File: src/design/msvep_pkg.sv
`timescale 1ns / 1ps

package msvep_pkg;

    // Defaults for the top-level parameters.
    localparam int unsigned SINE_TABLE_DEPTH_DEF = 256;
    localparam int unsigned PHASE_BITS_DEF = 32;
    localparam int unsigned SAMPLE_BITS_DEF = 16;

    // Fixed field widths.
    localparam int unsigned STATUS_W = 8;
    localparam int unsigned DATA_W = 7;
    localparam int unsigned NOTE_COUNT = 2 ** DATA_W;
    localparam int unsigned SAMPLE_W = 16;
    localparam int unsigned LEVEL_W = 25;
    localparam int unsigned LEVEL_FRAC = 24;
    localparam int unsigned PAN_W = 7;
    localparam int unsigned CFG_INDEX_W = 2;

    localparam logic [LEVEL_W-1:0] UNITY = LEVEL_W'(1) << LEVEL_FRAC;

    // Register indexes on the configuration port.
    localparam logic [CFG_INDEX_W-1:0] CFG_ATTACK_RATE = 2'd0;
    localparam logic [CFG_INDEX_W-1:0] CFG_DECAY_RATE = 2'd1;
    localparam logic [CFG_INDEX_W-1:0] CFG_SUSTAIN_LEVEL = 2'd2;
    localparam logic [CFG_INDEX_W-1:0] CFG_PEAK_LEVEL = 2'd3;

    localparam logic [LEVEL_W-1:0] ATTACK_RATE_RST = 25'd38044;
    localparam logic [LEVEL_W-1:0] DECAY_RATE_RST = 25'd543;
    localparam logic [LEVEL_W-1:0] SUSTAIN_LEVEL_RST = 25'd0;
    localparam logic [LEVEL_W-1:0] PEAK_LEVEL_RST = UNITY;

    // MIDI codes.
    localparam logic [STATUS_W-1:0] STATUS_NOTE_ON = 8'h90;
    localparam logic [STATUS_W-1:0] STATUS_NOTE_OFF = 8'h80;
    localparam logic [DATA_W-1:0] CC_PAN_STEP = 7'd110;
    localparam logic [DATA_W-1:0] CC_PAN_CENTER = 7'd86;
    localparam logic [DATA_W-1:0] PAN_STEP_MID = 7'd16;

    localparam int unsigned PAN_SCALE = 100;
    localparam logic [PAN_W-1:0] PAN_MAX = PAN_W'(PAN_SCALE);
    localparam logic [PAN_W-1:0] PAN_CENTER = 7'd50;

    // Pitch table: A4 increment with 8 fraction bits and semitone ratios in Q24.
    localparam logic [63:0] INC_A4_Q8 = 64'd10970184041;
    localparam int unsigned SEMITONES = 12;
    localparam int unsigned NOTE_OFFSET = 3;
    localparam int unsigned INC_SHIFT_BASE = 70;
    localparam logic [LEVEL_W-1:0] SEMITONE_Q24 [SEMITONES] = '{
        25'd16777216, 25'd17774841, 25'd18831788, 25'd19951585,
        25'd21137968, 25'd22394897, 25'd23726566, 25'd25137421,
        25'd26632170, 25'd28215802, 25'd29893600, 25'd31671166
    };

    // Odd Taylor coefficients of sin(pi/2 * x) in Q30.
    localparam int unsigned Q_FRAC = 30;
    localparam logic [63:0] SIN_A1 = 64'd1686629713;
    localparam logic [63:0] SIN_A3 = 64'd693598668;
    localparam logic [63:0] SIN_A5 = 64'd85569306;
    localparam logic [63:0] SIN_A7 = 64'd5026995;
    localparam logic [63:0] SIN_A9 = 64'd172272;

    function automatic logic [LEVEL_W-1:0] clamp_unity(input logic [LEVEL_W-1:0] v);
        return (v > UNITY) ? UNITY : v;
    endfunction

    // Phase increment of one note; only ever evaluated with constant arguments.
    function automatic logic [63:0] note_increment(input int unsigned note,
                                                   input int unsigned phase_bits);
        int unsigned m;
        int unsigned oct;
        int unsigned k;
        int unsigned sh;
        logic [63:0] prod;
        m = note + NOTE_OFFSET;
        oct = m / SEMITONES;
        k = m % SEMITONES;
        sh = INC_SHIFT_BASE - phase_bits - oct;
        prod = INC_A4_Q8 * 64'(SEMITONE_Q24[k]);
        return (prod + (64'd1 << (sh - 1))) >> sh;
    endfunction

    // One entry of the quarter-wave table; only ever evaluated with constant arguments.
    function automatic logic [63:0] quarter_value(input int unsigned j,
                                                  input int unsigned qtr_w,
                                                  input int unsigned sample_bits);
        logic [63:0] fs;
        logic [63:0] x;
        logic [63:0] x2;
        logic [63:0] t;
        logic [63:0] y;
        logic [63:0] v;
        fs = (64'd1 << (sample_bits - 1)) - 64'd1;
        x = 64'(j) << (Q_FRAC - qtr_w);
        x2 = (x * x) >> Q_FRAC;
        t = SIN_A7 - ((x2 * SIN_A9) >> Q_FRAC);
        t = SIN_A5 - ((x2 * t) >> Q_FRAC);
        t = SIN_A3 - ((x2 * t) >> Q_FRAC);
        t = SIN_A1 - ((x2 * t) >> Q_FRAC);
        y = (x * t) >> Q_FRAC;
        v = (y * fs + (64'd1 << (Q_FRAC - 1))) >> Q_FRAC;
        return (v > fs) ? fs : v;
    endfunction

endpackage

File: src/design/msvep_note_if.sv
`timescale 1ns / 1ps

interface msvep_note_if;
    logic                              valid;
    logic                              ready;
    logic                              msg_valid;
    logic [msvep_pkg::STATUS_W-1:0]    status_byte;
    logic [msvep_pkg::DATA_W-1:0]      data_one;
    logic [msvep_pkg::DATA_W-1:0]      data_two;

    modport source (output valid, msg_valid, status_byte, data_one, data_two, input ready);
    modport sink (input valid, msg_valid, status_byte, data_one, data_two, output ready);
endinterface

File: src/design/msvep_sample_if.sv
`timescale 1ns / 1ps

interface msvep_sample_if;
    logic                                 valid;
    logic                                 ready;
    logic signed [msvep_pkg::SAMPLE_W-1:0] left_sample;
    logic signed [msvep_pkg::SAMPLE_W-1:0] right_sample;

    modport source (output valid, left_sample, right_sample, input ready);
    modport sink (input valid, left_sample, right_sample, output ready);
endinterface

File: src/design/msvep_cfg_if.sv
`timescale 1ns / 1ps

interface msvep_cfg_if;
    logic                                valid;
    logic                                ready;
    logic [msvep_pkg::CFG_INDEX_W-1:0]   index;
    logic [msvep_pkg::LEVEL_W-1:0]       data;

    modport source (output valid, index, data, input ready);
    modport sink (input valid, index, data, output ready);
endinterface

File: src/design/midi_sine_voice_envelope_pan_core.sv
`timescale 1ns / 1ps

// Channel     Direction  Moves
// note_in     in         one sample tick with an optional MIDI message
// sample_out  out        left and right signed samples for that tick
// cfg         in         register write: index and 25-bit data, always ready
//
// Each item runs through ST_LOOK, ST_PREP, the envelope multiply in ST_MUL, one
// 4-bit digit per cycle, ST_RND, the divide by 100 of the pan split in ST_DIV,
// two quotient bits per cycle, and ST_DONE; a new item is taken only in ST_IDLE.
// Reset clears phase and level, centers pan and loads the register defaults.
// A stalled output holds its item; the next result waits in ST_DONE meanwhile.

module midi_sine_voice_envelope_pan_core #(
    parameter int unsigned SINE_TABLE_DEPTH = msvep_pkg::SINE_TABLE_DEPTH_DEF,
    parameter int unsigned PHASE_BITS = msvep_pkg::PHASE_BITS_DEF,
    parameter int unsigned SAMPLE_BITS = msvep_pkg::SAMPLE_BITS_DEF
) (
    input  logic                  clk,
    input  logic                  rst_n,
    msvep_note_if.sink            note_in,
    msvep_sample_if.source        sample_out,
    msvep_cfg_if.sink             cfg
);

    localparam int unsigned LEVEL_W = msvep_pkg::LEVEL_W;
    localparam int unsigned PAN_W = msvep_pkg::PAN_W;
    localparam int unsigned SAMPLE_W = msvep_pkg::SAMPLE_W;
    localparam int unsigned ADDR_W = $clog2(SINE_TABLE_DEPTH);
    localparam int unsigned QTR_W = ADDR_W - 2;
    localparam int unsigned QTR = SINE_TABLE_DEPTH / 4;
    localparam int unsigned MAG_W = SAMPLE_BITS - 1;
    localparam int unsigned K_W = MAG_W + PAN_W;
    localparam int unsigned DIGIT_W = 4;
    localparam int unsigned LVL_DIGITS = (LEVEL_W + DIGIT_W - 1) / DIGIT_W;
    localparam int unsigned LVL_SR_W = LVL_DIGITS * DIGIT_W;
    localparam int unsigned P_W = K_W + LEVEL_W;
    localparam int unsigned DIV_STEPS = (K_W + 1) / 2;
    localparam int unsigned DIV_SR_W = 2 * DIV_STEPS;
    localparam int unsigned REM_W = 7;
    localparam int unsigned TRIAL_W = REM_W + 2;
    localparam int unsigned MAX_STEPS = (LVL_DIGITS > DIV_STEPS) ? LVL_DIGITS : DIV_STEPS;
    localparam int unsigned CNT_W = $clog2(MAX_STEPS);
    localparam int unsigned LANES = 2;

    localparam logic [QTR_W:0] QTR_VAL = (QTR_W + 1)'(QTR);
    localparam logic [CNT_W-1:0] LVL_CNT_INIT = CNT_W'(LVL_DIGITS - 1);
    localparam logic [CNT_W-1:0] DIV_CNT_INIT = CNT_W'(DIV_STEPS - 1);
    localparam logic [P_W-1:0] ROUND_HALF =
        P_W'(msvep_pkg::PAN_SCALE / 2) << msvep_pkg::LEVEL_FRAC;
    localparam logic [TRIAL_W-1:0] DIV_ONE = TRIAL_W'(msvep_pkg::PAN_SCALE);
    localparam logic [TRIAL_W-1:0] DIV_TWO = TRIAL_W'(2 * msvep_pkg::PAN_SCALE);
    localparam logic [TRIAL_W-1:0] DIV_THREE = TRIAL_W'(3 * msvep_pkg::PAN_SCALE);

    typedef enum logic [6:0] {
        ST_IDLE = 7'b0000001,
        ST_LOOK = 7'b0000010,
        ST_PREP = 7'b0000100,
        ST_MUL  = 7'b0001000,
        ST_RND  = 7'b0010000,
        ST_DIV  = 7'b0100000,
        ST_DONE = 7'b1000000
    } state_t;

    typedef enum logic [2:0] {
        ENV_ATTACK  = 3'b001,
        ENV_DECAY   = 3'b010,
        ENV_SUSTAIN = 3'b100
    } env_stage_t;

    state_t                    state_reg;
    env_stage_t                env_stage_reg;
    env_stage_t                env_stage_next;
    logic [LEVEL_W-1:0]        env_level_reg;
    logic [LEVEL_W-1:0]        env_level_next;
    logic [PHASE_BITS-1:0]     phase_acc_reg;
    logic [PHASE_BITS-1:0]     phase_inc_reg;
    logic [PAN_W-1:0]          pan_reg;
    logic [CNT_W-1:0]          cnt_reg;
    logic                      out_valid_reg;

    logic [LEVEL_W-1:0]        attack_rate_reg;
    logic [LEVEL_W-1:0]        decay_rate_reg;
    logic [LEVEL_W-1:0]        sustain_level_reg;
    logic [LEVEL_W-1:0]        peak_level_reg;

    logic [MAG_W-1:0]          mag_reg;
    logic                      neg_reg;
    logic [LVL_SR_W-1:0]       lvl_sr_reg;
    logic [PAN_W-1:0]          wt_reg [LANES];
    logic [K_W-1:0]            k_reg [LANES];
    logic [P_W-1:0]            acc_reg [LANES];
    logic [DIV_SR_W-1:0]       div_sr_reg [LANES];
    logic [REM_W-1:0]          rem_reg [LANES];
    logic [SAMPLE_W-1:0]       quo_reg [LANES];
    logic [SAMPLE_W-1:0]       left_reg;
    logic [SAMPLE_W-1:0]       right_reg;

    logic [MAG_W-1:0]          sine_lut [QTR + 1];
    logic [PHASE_BITS-1:0]     inc_lut [msvep_pkg::NOTE_COUNT];

    logic                      in_accept;
    logic                      out_load;
    logic [ADDR_W-1:0]         phase_idx;
    logic [QTR_W:0]            lut_addr;
    logic [LEVEL_W-1:0]        sus_c;
    logic [LEVEL_W-1:0]        atk_c;
    logic [LEVEL_W-1:0]        dec_c;
    logic [LEVEL_W-1:0]        peak_c;
    logic [LEVEL_W:0]          level_sum;
    logic [DIGIT_W-1:0]        lvl_digit;
    logic [K_W+DIGIT_W-1:0]    part [LANES];
    logic [P_W-1:0]            acc_next [LANES];
    logic [P_W-1:0]            rounded [LANES];
    logic [TRIAL_W-1:0]        trial [LANES];
    logic [1:0]                qdig [LANES];
    logic [REM_W-1:0]          rem_next [LANES];
    logic [SAMPLE_W-1:0]       result [LANES];

    // Constant tables, folded at elaboration.
    for (genvar g = 0; g <= QTR; g++) begin : g_sine
        assign sine_lut[g] = MAG_W'(msvep_pkg::quarter_value(g, QTR_W, SAMPLE_BITS));
    end

    for (genvar g = 0; g < msvep_pkg::NOTE_COUNT; g++) begin : g_inc
        assign inc_lut[g] = PHASE_BITS'(msvep_pkg::note_increment(g, PHASE_BITS));
    end

    assign in_accept = note_in.valid && note_in.ready;
    assign note_in.ready = (state_reg == ST_IDLE);
    assign cfg.ready = 1'b1;
    assign out_load = (state_reg == ST_DONE) && (!out_valid_reg || sample_out.ready);

    assign sample_out.valid = out_valid_reg;
    assign sample_out.left_sample = left_reg;
    assign sample_out.right_sample = right_reg;

    // Odd quadrants read the quarter wave backwards, from Q down to 1.
    assign phase_idx = phase_acc_reg[PHASE_BITS-1 -: ADDR_W];
    assign lut_addr = phase_idx[QTR_W] ? (QTR_VAL - {1'b0, phase_idx[QTR_W-1:0]})
                                       : {1'b0, phase_idx[QTR_W-1:0]};

    assign sus_c = msvep_pkg::clamp_unity(sustain_level_reg);
    assign atk_c = msvep_pkg::clamp_unity(attack_rate_reg);
    assign dec_c = msvep_pkg::clamp_unity(decay_rate_reg);
    assign peak_c = msvep_pkg::clamp_unity(peak_level_reg);
    assign level_sum = {1'b0, env_level_reg} + {1'b0, atk_c};

    always_comb
    begin
        env_level_next = env_level_reg;
        env_stage_next = env_stage_reg;
        unique case (env_stage_reg)
            ENV_ATTACK:
            begin
                if (env_level_reg >= msvep_pkg::UNITY)
                begin
                    env_stage_next = ENV_DECAY;
                    env_level_next = peak_c;
                end
                else if (level_sum > {1'b0, msvep_pkg::UNITY})
                begin
                    env_level_next = msvep_pkg::UNITY;
                end
                else
                begin
                    env_level_next = level_sum[LEVEL_W-1:0];
                end
            end
            ENV_DECAY:
            begin
                // Decay walks toward sustain from either side.
                if (env_level_reg > sus_c)
                begin
                    env_level_next = ((env_level_reg - sus_c) > dec_c) ?
                                     (env_level_reg - dec_c) : sus_c;
                end
                else if (env_level_reg < sus_c)
                begin
                    env_level_next = ((sus_c - env_level_reg) > dec_c) ?
                                     (env_level_reg + dec_c) : sus_c;
                end
                if (env_level_next == sus_c)
                begin
                    env_stage_next = ENV_SUSTAIN;
                end
            end
            default:
            begin
                env_level_next = sus_c;
            end
        endcase
    end

    assign lvl_digit = lvl_sr_reg[LVL_SR_W-1 -: DIGIT_W];

    always_comb
    begin
        for (int i = 0; i < LANES; i++)
        begin
            part[i] = (K_W + DIGIT_W)'(k_reg[i]) * (K_W + DIGIT_W)'(lvl_digit);
            acc_next[i] = {acc_reg[i][P_W-DIGIT_W-1:0], DIGIT_W'(0)} + P_W'(part[i]);
            rounded[i] = acc_reg[i] + ROUND_HALF;
            trial[i] = {rem_reg[i], div_sr_reg[i][DIV_SR_W-1 -: 2]};
            if (trial[i] >= DIV_THREE)
            begin
                qdig[i] = 2'd3;
                rem_next[i] = REM_W'(trial[i] - DIV_THREE);
            end
            else if (trial[i] >= DIV_TWO)
            begin
                qdig[i] = 2'd2;
                rem_next[i] = REM_W'(trial[i] - DIV_TWO);
            end
            else if (trial[i] >= DIV_ONE)
            begin
                qdig[i] = 2'd1;
                rem_next[i] = REM_W'(trial[i] - DIV_ONE);
            end
            else
            begin
                qdig[i] = 2'd0;
                rem_next[i] = REM_W'(trial[i]);
            end
            result[i] = neg_reg ? (SAMPLE_W'(0) - quo_reg[i]) : quo_reg[i];
        end
    end

    always_ff @(posedge clk or negedge rst_n)
    begin
        if (!rst_n)
        begin
            attack_rate_reg <= msvep_pkg::ATTACK_RATE_RST;
            decay_rate_reg <= msvep_pkg::DECAY_RATE_RST;
            sustain_level_reg <= msvep_pkg::SUSTAIN_LEVEL_RST;
            peak_level_reg <= msvep_pkg::PEAK_LEVEL_RST;
        end
        else if (cfg.valid)
        begin
            unique case (cfg.index)
                msvep_pkg::CFG_ATTACK_RATE:   attack_rate_reg <= cfg.data;
                msvep_pkg::CFG_DECAY_RATE:    decay_rate_reg <= cfg.data;
                msvep_pkg::CFG_SUSTAIN_LEVEL: sustain_level_reg <= cfg.data;
                msvep_pkg::CFG_PEAK_LEVEL:    peak_level_reg <= cfg.data;
                default:                      peak_level_reg <= peak_level_reg;
            endcase
        end
    end

    always_ff @(posedge clk or negedge rst_n)
    begin
        if (!rst_n)
        begin
            state_reg <= ST_IDLE;
            phase_acc_reg <= '0;
            phase_inc_reg <= '0;
            env_level_reg <= '0;
            env_stage_reg <= ENV_ATTACK;
            pan_reg <= msvep_pkg::PAN_CENTER;
            cnt_reg <= '0;
            out_valid_reg <= 1'b0;
        end
        else
        begin
            if (out_load)
            begin
                out_valid_reg <= 1'b1;
            end
            else if (sample_out.ready)
            begin
                out_valid_reg <= 1'b0;
            end

            unique case (state_reg)
                ST_IDLE:
                begin
                    if (in_accept)
                    begin
                        state_reg <= ST_LOOK;
                        if (note_in.msg_valid)
                        begin
                            if (note_in.status_byte == msvep_pkg::STATUS_NOTE_ON)
                            begin
                                phase_acc_reg <= '0;
                                phase_inc_reg <= inc_lut[note_in.data_one];
                                env_level_reg <= '0;
                                env_stage_reg <= ENV_ATTACK;
                            end
                            else if (note_in.status_byte == msvep_pkg::STATUS_NOTE_OFF)
                            begin
                                pan_reg <= pan_reg;
                            end
                            else if (note_in.data_one == msvep_pkg::CC_PAN_STEP)
                            begin
                                if (note_in.data_two < msvep_pkg::PAN_STEP_MID)
                                begin
                                    if (pan_reg != '0)
                                    begin
                                        pan_reg <= pan_reg - 7'd1;
                                    end
                                end
                                else if (note_in.data_two > msvep_pkg::PAN_STEP_MID)
                                begin
                                    if (pan_reg < msvep_pkg::PAN_MAX)
                                    begin
                                        pan_reg <= pan_reg + 7'd1;
                                    end
                                end
                            end
                            else if (note_in.data_one == msvep_pkg::CC_PAN_CENTER)
                            begin
                                pan_reg <= msvep_pkg::PAN_CENTER;
                            end
                        end
                    end
                end
                ST_LOOK:
                begin
                    // The sample uses the phase and level before this advance.
                    phase_acc_reg <= phase_acc_reg + phase_inc_reg;
                    env_level_reg <= env_level_next;
                    env_stage_reg <= env_stage_next;
                    state_reg <= ST_PREP;
                end
                ST_PREP:
                begin
                    cnt_reg <= LVL_CNT_INIT;
                    state_reg <= ST_MUL;
                end
                ST_MUL:
                begin
                    if (cnt_reg == '0)
                    begin
                        state_reg <= ST_RND;
                    end
                    else
                    begin
                        cnt_reg <= cnt_reg - CNT_W'(1);
                    end
                end
                ST_RND:
                begin
                    cnt_reg <= DIV_CNT_INIT;
                    state_reg <= ST_DIV;
                end
                ST_DIV:
                begin
                    if (cnt_reg == '0)
                    begin
                        state_reg <= ST_DONE;
                    end
                    else
                    begin
                        cnt_reg <= cnt_reg - CNT_W'(1);
                    end
                end
                ST_DONE:
                begin
                    if (out_load)
                    begin
                        state_reg <= ST_IDLE;
                    end
                end
                default:
                begin
                    state_reg <= ST_IDLE;
                end
            endcase
        end
    end

    always_ff @(posedge clk)
    begin
        unique case (state_reg)
            ST_LOOK:
            begin
                mag_reg <= sine_lut[lut_addr];
                neg_reg <= phase_idx[ADDR_W-1];
                lvl_sr_reg <= LVL_SR_W'(env_level_reg);
                wt_reg[0] <= msvep_pkg::PAN_MAX - pan_reg;
                wt_reg[1] <= pan_reg;
            end
            ST_PREP:
            begin
                for (int i = 0; i < LANES; i++)
                begin
                    k_reg[i] <= K_W'(mag_reg) * K_W'(wt_reg[i]);
                    acc_reg[i] <= '0;
                end
            end
            ST_MUL:
            begin
                // Level digits enter most significant first.
                lvl_sr_reg <= {lvl_sr_reg[LVL_SR_W-DIGIT_W-1:0], DIGIT_W'(0)};
                for (int i = 0; i < LANES; i++)
                begin
                    acc_reg[i] <= acc_next[i];
                end
            end
            ST_RND:
            begin
                // Rounding to the nearest 1/100 of the 2^24 scale, then divide by 100.
                for (int i = 0; i < LANES; i++)
                begin
                    div_sr_reg[i] <= DIV_SR_W'(rounded[i][msvep_pkg::LEVEL_FRAC +: K_W]);
                    rem_reg[i] <= '0;
                    quo_reg[i] <= '0;
                end
            end
            ST_DIV:
            begin
                // Only the low 16 quotient bits survive; the rest fall off the top.
                for (int i = 0; i < LANES; i++)
                begin
                    div_sr_reg[i] <= {div_sr_reg[i][DIV_SR_W-3:0], 2'b00};
                    rem_reg[i] <= rem_next[i];
                    quo_reg[i] <= {quo_reg[i][SAMPLE_W-3:0], qdig[i]};
                end
            end
            ST_DONE:
            begin
                if (out_load)
                begin
                    left_reg <= result[0];
                    right_reg <= result[1];
                end
            end
            default:
            begin
            end
        endcase
    end

`ifndef SYNTHESIS
    a_busy_after_accept: assert property (@(posedge clk) disable iff (!rst_n)
        in_accept |=> !note_in.ready)
        else $error("item accepted while the previous one is still in work");

    a_pan_single_step: assert property (@(posedge clk) disable iff (!rst_n)
        (pan_reg != $past(pan_reg)) |->
            (pan_reg == $past(pan_reg) + 7'd1 || pan_reg + 7'd1 == $past(pan_reg) ||
             pan_reg == msvep_pkg::PAN_CENTER))
        else $error("pan moved by more than one step");

    a_phase_update: assert property (@(posedge clk) disable iff (!rst_n)
        (phase_acc_reg != $past(phase_acc_reg)) |->
            ($past(state_reg) == ST_LOOK || $past(in_accept)))
        else $error("phase changed outside note-on or advance");

    a_out_from_done: assert property (@(posedge clk) disable iff (!rst_n)
        $rose(out_valid_reg) |-> ($past(state_reg) == ST_DONE))
        else $error("output item raised before the division finished");
`endif

endmodule

File: src/flat_wrapper.sv
// flat-port wrapper written by rule: the top's interface ports become plain ports
module midi_sine_voice_envelope_pan_core_flat 
#(
    parameter int unsigned SINE_TABLE_DEPTH = msvep_pkg::SINE_TABLE_DEPTH_DEF,
    parameter int unsigned PHASE_BITS = msvep_pkg::PHASE_BITS_DEF,
    parameter int unsigned SAMPLE_BITS = msvep_pkg::SAMPLE_BITS_DEF
)
  (clk, rst_n, note_in_valid, note_in_msg_valid, note_in_status_byte, note_in_data_one, note_in_data_two, note_in_ready, sample_out_valid, sample_out_left_sample, sample_out_right_sample, sample_out_ready, cfg_valid, cfg_index, cfg_data, cfg_ready);
  msvep_note_if note_in_i ();
  msvep_sample_if sample_out_i ();
  msvep_cfg_if cfg_i ();
  input  logic clk;
  input  logic rst_n;
  input wire logic [$bits(note_in_i.valid)-1:0] note_in_valid;
  input wire logic [$bits(note_in_i.msg_valid)-1:0] note_in_msg_valid;
  input wire logic [$bits(note_in_i.status_byte)-1:0] note_in_status_byte;
  input wire logic [$bits(note_in_i.data_one)-1:0] note_in_data_one;
  input wire logic [$bits(note_in_i.data_two)-1:0] note_in_data_two;
  output wire logic [$bits(note_in_i.ready)-1:0] note_in_ready;
  output wire logic [$bits(sample_out_i.valid)-1:0] sample_out_valid;
  output wire logic [$bits(sample_out_i.left_sample)-1:0] sample_out_left_sample;
  output wire logic [$bits(sample_out_i.right_sample)-1:0] sample_out_right_sample;
  input wire logic [$bits(sample_out_i.ready)-1:0] sample_out_ready;
  input wire logic [$bits(cfg_i.valid)-1:0] cfg_valid;
  input wire logic [$bits(cfg_i.index)-1:0] cfg_index;
  input wire logic [$bits(cfg_i.data)-1:0] cfg_data;
  output wire logic [$bits(cfg_i.ready)-1:0] cfg_ready;
  assign note_in_i.valid = note_in_valid;
  assign note_in_i.msg_valid = note_in_msg_valid;
  assign note_in_i.status_byte = note_in_status_byte;
  assign note_in_i.data_one = note_in_data_one;
  assign note_in_i.data_two = note_in_data_two;
  assign note_in_ready = note_in_i.ready;
  assign sample_out_valid = sample_out_i.valid;
  assign sample_out_left_sample = sample_out_i.left_sample;
  assign sample_out_right_sample = sample_out_i.right_sample;
  assign sample_out_i.ready = sample_out_ready;
  assign cfg_i.valid = cfg_valid;
  assign cfg_i.index = cfg_index;
  assign cfg_i.data = cfg_data;
  assign cfg_ready = cfg_i.ready;
  midi_sine_voice_envelope_pan_core #(.SINE_TABLE_DEPTH(SINE_TABLE_DEPTH), .PHASE_BITS(PHASE_BITS), .SAMPLE_BITS(SAMPLE_BITS)) u_core (.clk(clk), .rst_n(rst_n), .note_in(note_in_i), .sample_out(sample_out_i), .cfg(cfg_i));
endmodule
File: config.mk
export PLATFORM = sky130hd
export DESIGN_NAME = midi_sine_voice_envelope_pan_core_flat
export DESIGN_NICKNAME = d
export VERILOG_FILES = /design/src/design/msvep_pkg.sv /design/src/design/msvep_note_if.sv /design/src/design/msvep_sample_if.sv /design/src/design/msvep_cfg_if.sv /design/src/design/midi_sine_voice_envelope_pan_core.sv /design/src/flat_wrapper.sv
export SDC_FILE = /design/constraint.sdc
export NUM_CORES = 2
export LEC_CHECK = 0
export BUFFER_PORTS_ARGS = -buffer_cell sky130_fd_sc_hd__buf_2
export CORE_AREA = 2 2 228 454
export CTS_CLUSTER_DIAMETER = 60
export CTS_CLUSTER_SIZE = 8
export DETAILED_ROUTE_END_ITERATION = 6
export DIE_AREA = 0 0 230 456
export GPL_TIMING_DRIVEN = 1
export PLACE_DENSITY = 0.7
export SLEW_MARGIN = 20
export SYNTH_ARGS = -nofsm -noshare
export SYNTH_HDL_FRONTEND = slang
export SYNTH_SLANG_ARGS = --single-unit
File: constraint.sdc
create_clock -name clk -period 8.1 [get_ports clk]
set_clock_uncertainty 0.15 [all_clocks]
set_input_delay 1.215 -clock clk [delete_from_list [all_inputs] [get_ports clk]]
set_output_delay 1.215 -clock clk [all_outputs]
set_load 0.01 [all_outputs]
==> metrics.txt <==
flop and latch count out of synthesis ~520; clock sinks 523; Final setup viols 0; count leader, synth nand2_1; Yosys warning count 0; Crit path largest cell delay 0.54 ns; CP startpoint u_core.sustain_level_reg[16]; share of the synthesized area in the top cell type 18.71%; synth-to-layout area growth 11.96%; dominant synthesized flop cell edfxtp_1; Seq/Total Area, Yosys 29.22%; most used cell, CP buf_4; Longest Clk Path Bufs 3; 1st-iter DRT viols 2788; CTS tree done; worst reg-to-reg path cell count 37; most frequent cells after synthesis 746 x nand2_1, 419 x o21ai_0, 418 x a21oi_1; share of cells above drive strength 1 12.18%; leading area contributor after synthesis edfxtp_1; final worst-path cycle share 96.22%; Worst EP arrival 8.23 ns; Hold Path Class in -> async; Avg WL per Cell 24.08 um; post-synthesis cell count 5752; outcome complete, no violations; Slowest cell on crit path or4_4; crit path to u_core.env_stage_reg[1]; Die Wd 230 um; final net count 6649; initial antenna violation count 1; slew margin rel. 22.21%; Peak Freq between 100 and 150 MHz; drt via density 6.150; Pins Over Slew Limit 0; CTS Root Buffer Type clkbuf_16; WS Path Type reg -> reg; Routed Antenna Nets 0; Mapped Nets 6463; final hold violation count 0; largest net degree at the start of global routing 142; area of the core around 100000 um^2; number of synthesized flops with an enable pin 313; gr usage total about a third; Initial Utilization 49.65%; GP Congestion 1.035; vias in the first global route between 40000 and 50000; clock period minus worst slack 7.794 ns; Reg-to-Reg Start u_core.sustain_level_reg[16]; top cells by area, synth edfxtp_1 19%, fa_1 10%, ha_1 9.9%, dfrtp_1 9.5%, nand2_1 5.6%; std cell rows 165; first-pass GRT wire length 266.5 mm; cell area after synthesis roughly 50000 um^2; Critical Path End Type flop; final core occ 55.59%; DRC 0; worst-margin pin slew 1.156 ns; total wire length 176.3 mm; Worst R2R Setup Slack 0.31 ns; hold_buf cts 0; DIE AREA 104900 um^2; Avg Cell Area, Syn slightly below 9 um^2; IO Port Bufs 88; Worst R2R End u_core.env_stage_reg[1]; Die H 456 um; Critical Path Fanout Max 4; Max H-tree Level 3; gr ovfl total 0; FFs w/ async S/R, synth 40.15%; CTS buffer count 77; Max-Cap Viols 0; Fillers 9342; number of flip-flops in the largest register 91; vias 45018; clk_lat worst skew a little over 0.7 ns; DP HPWL 138.7 mm; Detailed Routing Iterations Pass 1 6; Top-Level Pins 90; CP required 8.53 ns; Clock transition at path regs 0.06 ns; startpoint types flop; count of cell types in the netlist just over 100
layout by cell type (no fill, tap or decap), types with 20 or more instances in the layout:
master,n
edfxtp_1,313
nand2_1,743
fa_1,257
nor4_1,40
o21a_1,26
nor2_1,405
nor3_1,100
a21o_1,95
o21bai_1,46
nand4_1,46
o21ai_0,410
xnor2_1,211
and2_1,195
nor2b_1,55
clkbuf_16,79
a31oi_1,55
or3_1,40
clkbuf_1,35
ha_1,398
a21oi_1,415
nand3_1,115
mux2i_1,20
mux2_2,104
buf_4,310
inv_1,392
o31ai_1,40
and3_1,29
o211ai_1,66
a211oi_1,58
nand2b_1,55
buf_2,87
dfrtp_1,191
a221oi_1,34
xor2_1,121
worst max-delay path: cells and delay by family, from the launching register on:
family | cells | cell delay (ns)
compound gates | 14 | 1.90
xor+xnor | 1 | 0.16
fa+ha+maj | 2 | 0.54
buf+inv | 6 | 0.94
flops | 1 | 0.40
simple gates | 14 | 3.52
repair_timing:
item / 4_1_cts / 5_1_grt
pin swaps: 10 / 46
buffers inserted: 2 / 11
endpoints found under the setup margin: 2 / 2
gates cloned: 0 / 1
hold endpoints to repair: 0 / 0
resized for setup: 22 / 39
cells by family (layout without fill, tap and decap cells):
family | after synthesis | count (layout) | share of synthesized area (%)
and+or+nand+nor | 1916 | 1916 | 17.79
xor gates and xnor gates | 335 | 335 | 5.841
adders and majority gates | 656 | 656 | 20.18
other | 1 | 2 | 0.007466
muxes | 133 | 133 | 3.111
buffers and inverters | 705 | 936 | 5.398
AOI/OAI and AO/OA | 1483 | 1483 | 18.45
DFF | 523 | 523 | 29.22
metrics by stage:
stage	hold WS (ns)	cell area (um^2)	instances	setup slack, ns	TNS [ns]
after global routing	0.3634	56240	7320	-0.01210	-0.01210
after global placement	0.3195	53560	7181	-0.8134	-1.557
after detailed placement	0.3306	53560	7181	-0.7163	-1.362
after floorplan	0.2764	50230	5752	0.7556	0
final	0.3394	56240	7320	0.3063	0
after CTS	0.3443	55960	7307	0.06371	0
routing by layer:
| layer | global-route usage, % | share of wire [%] | routed length (um) | vias to the layer above |
|---|---|---|---|---|
| met1 | 31.27 | 32 | 56790 | 22005 |
| met5 | 0 | 0 | 0 | - |
| met4 | 29.15 | 10 | 18360 | 0 |
| li1 | - | - | - | 20564 |
| met2 | 61.99 | 53 | 92650 | 1724 |
| met3 | 4.706 | 4.8 | 8471 | 725 |
worst min path at each step:
stage / to / slack [ns] / cells past startpoint / from
6_report: u_core.env_level_reg[2] / 0.34 / 1 / rst_n
5_1_grt: u_core.phase_inc_reg[21] / 0.36 / 1 / u_core.phase_inc_reg[21]
4_1_cts: u_core.phase_inc_reg[15] / 0.34 / 2 / u_core.phase_inc_reg[15]
3_5_place_dp: u_core.phase_inc_reg[15] / 0.33 / 2 / u_core.phase_inc_reg[15]
3_3_place_gp: u_core.phase_acc_reg[23] / 0.32 / 2 / u_core.phase_acc_reg[23]
2_1_floorplan: u_core.sample_out.right_sample[0] / 0.28 / 0 / u_core.quo_reg[0][16]
final cells by class:
| type | count | area [um^2] | share of cell area [%] |
|---|---|---|---|
| Tap cell | 1336 | 1672 | 2.972 |
| Clock inverter | 9 | 175.2 | 0.3115 |
| Inverter | 405 | 1520 | 2.703 |
| Sequential cell | 523 | 14680 | 26.10 |
| Timing Repair Buffer | 407 | 2910 | 5.175 |
| Antenna cell | 1 | 2.502 | 0.004450 |
| Clock buffer | 115 | 2111 | 3.753 |
| Multi-Input combinational cell | 4524 | 33170 | 58.98 |
Power is left out: the tool's default activity adds up to more than one toggle a clock period on the data nets, which glitch-free logic cannot reach.
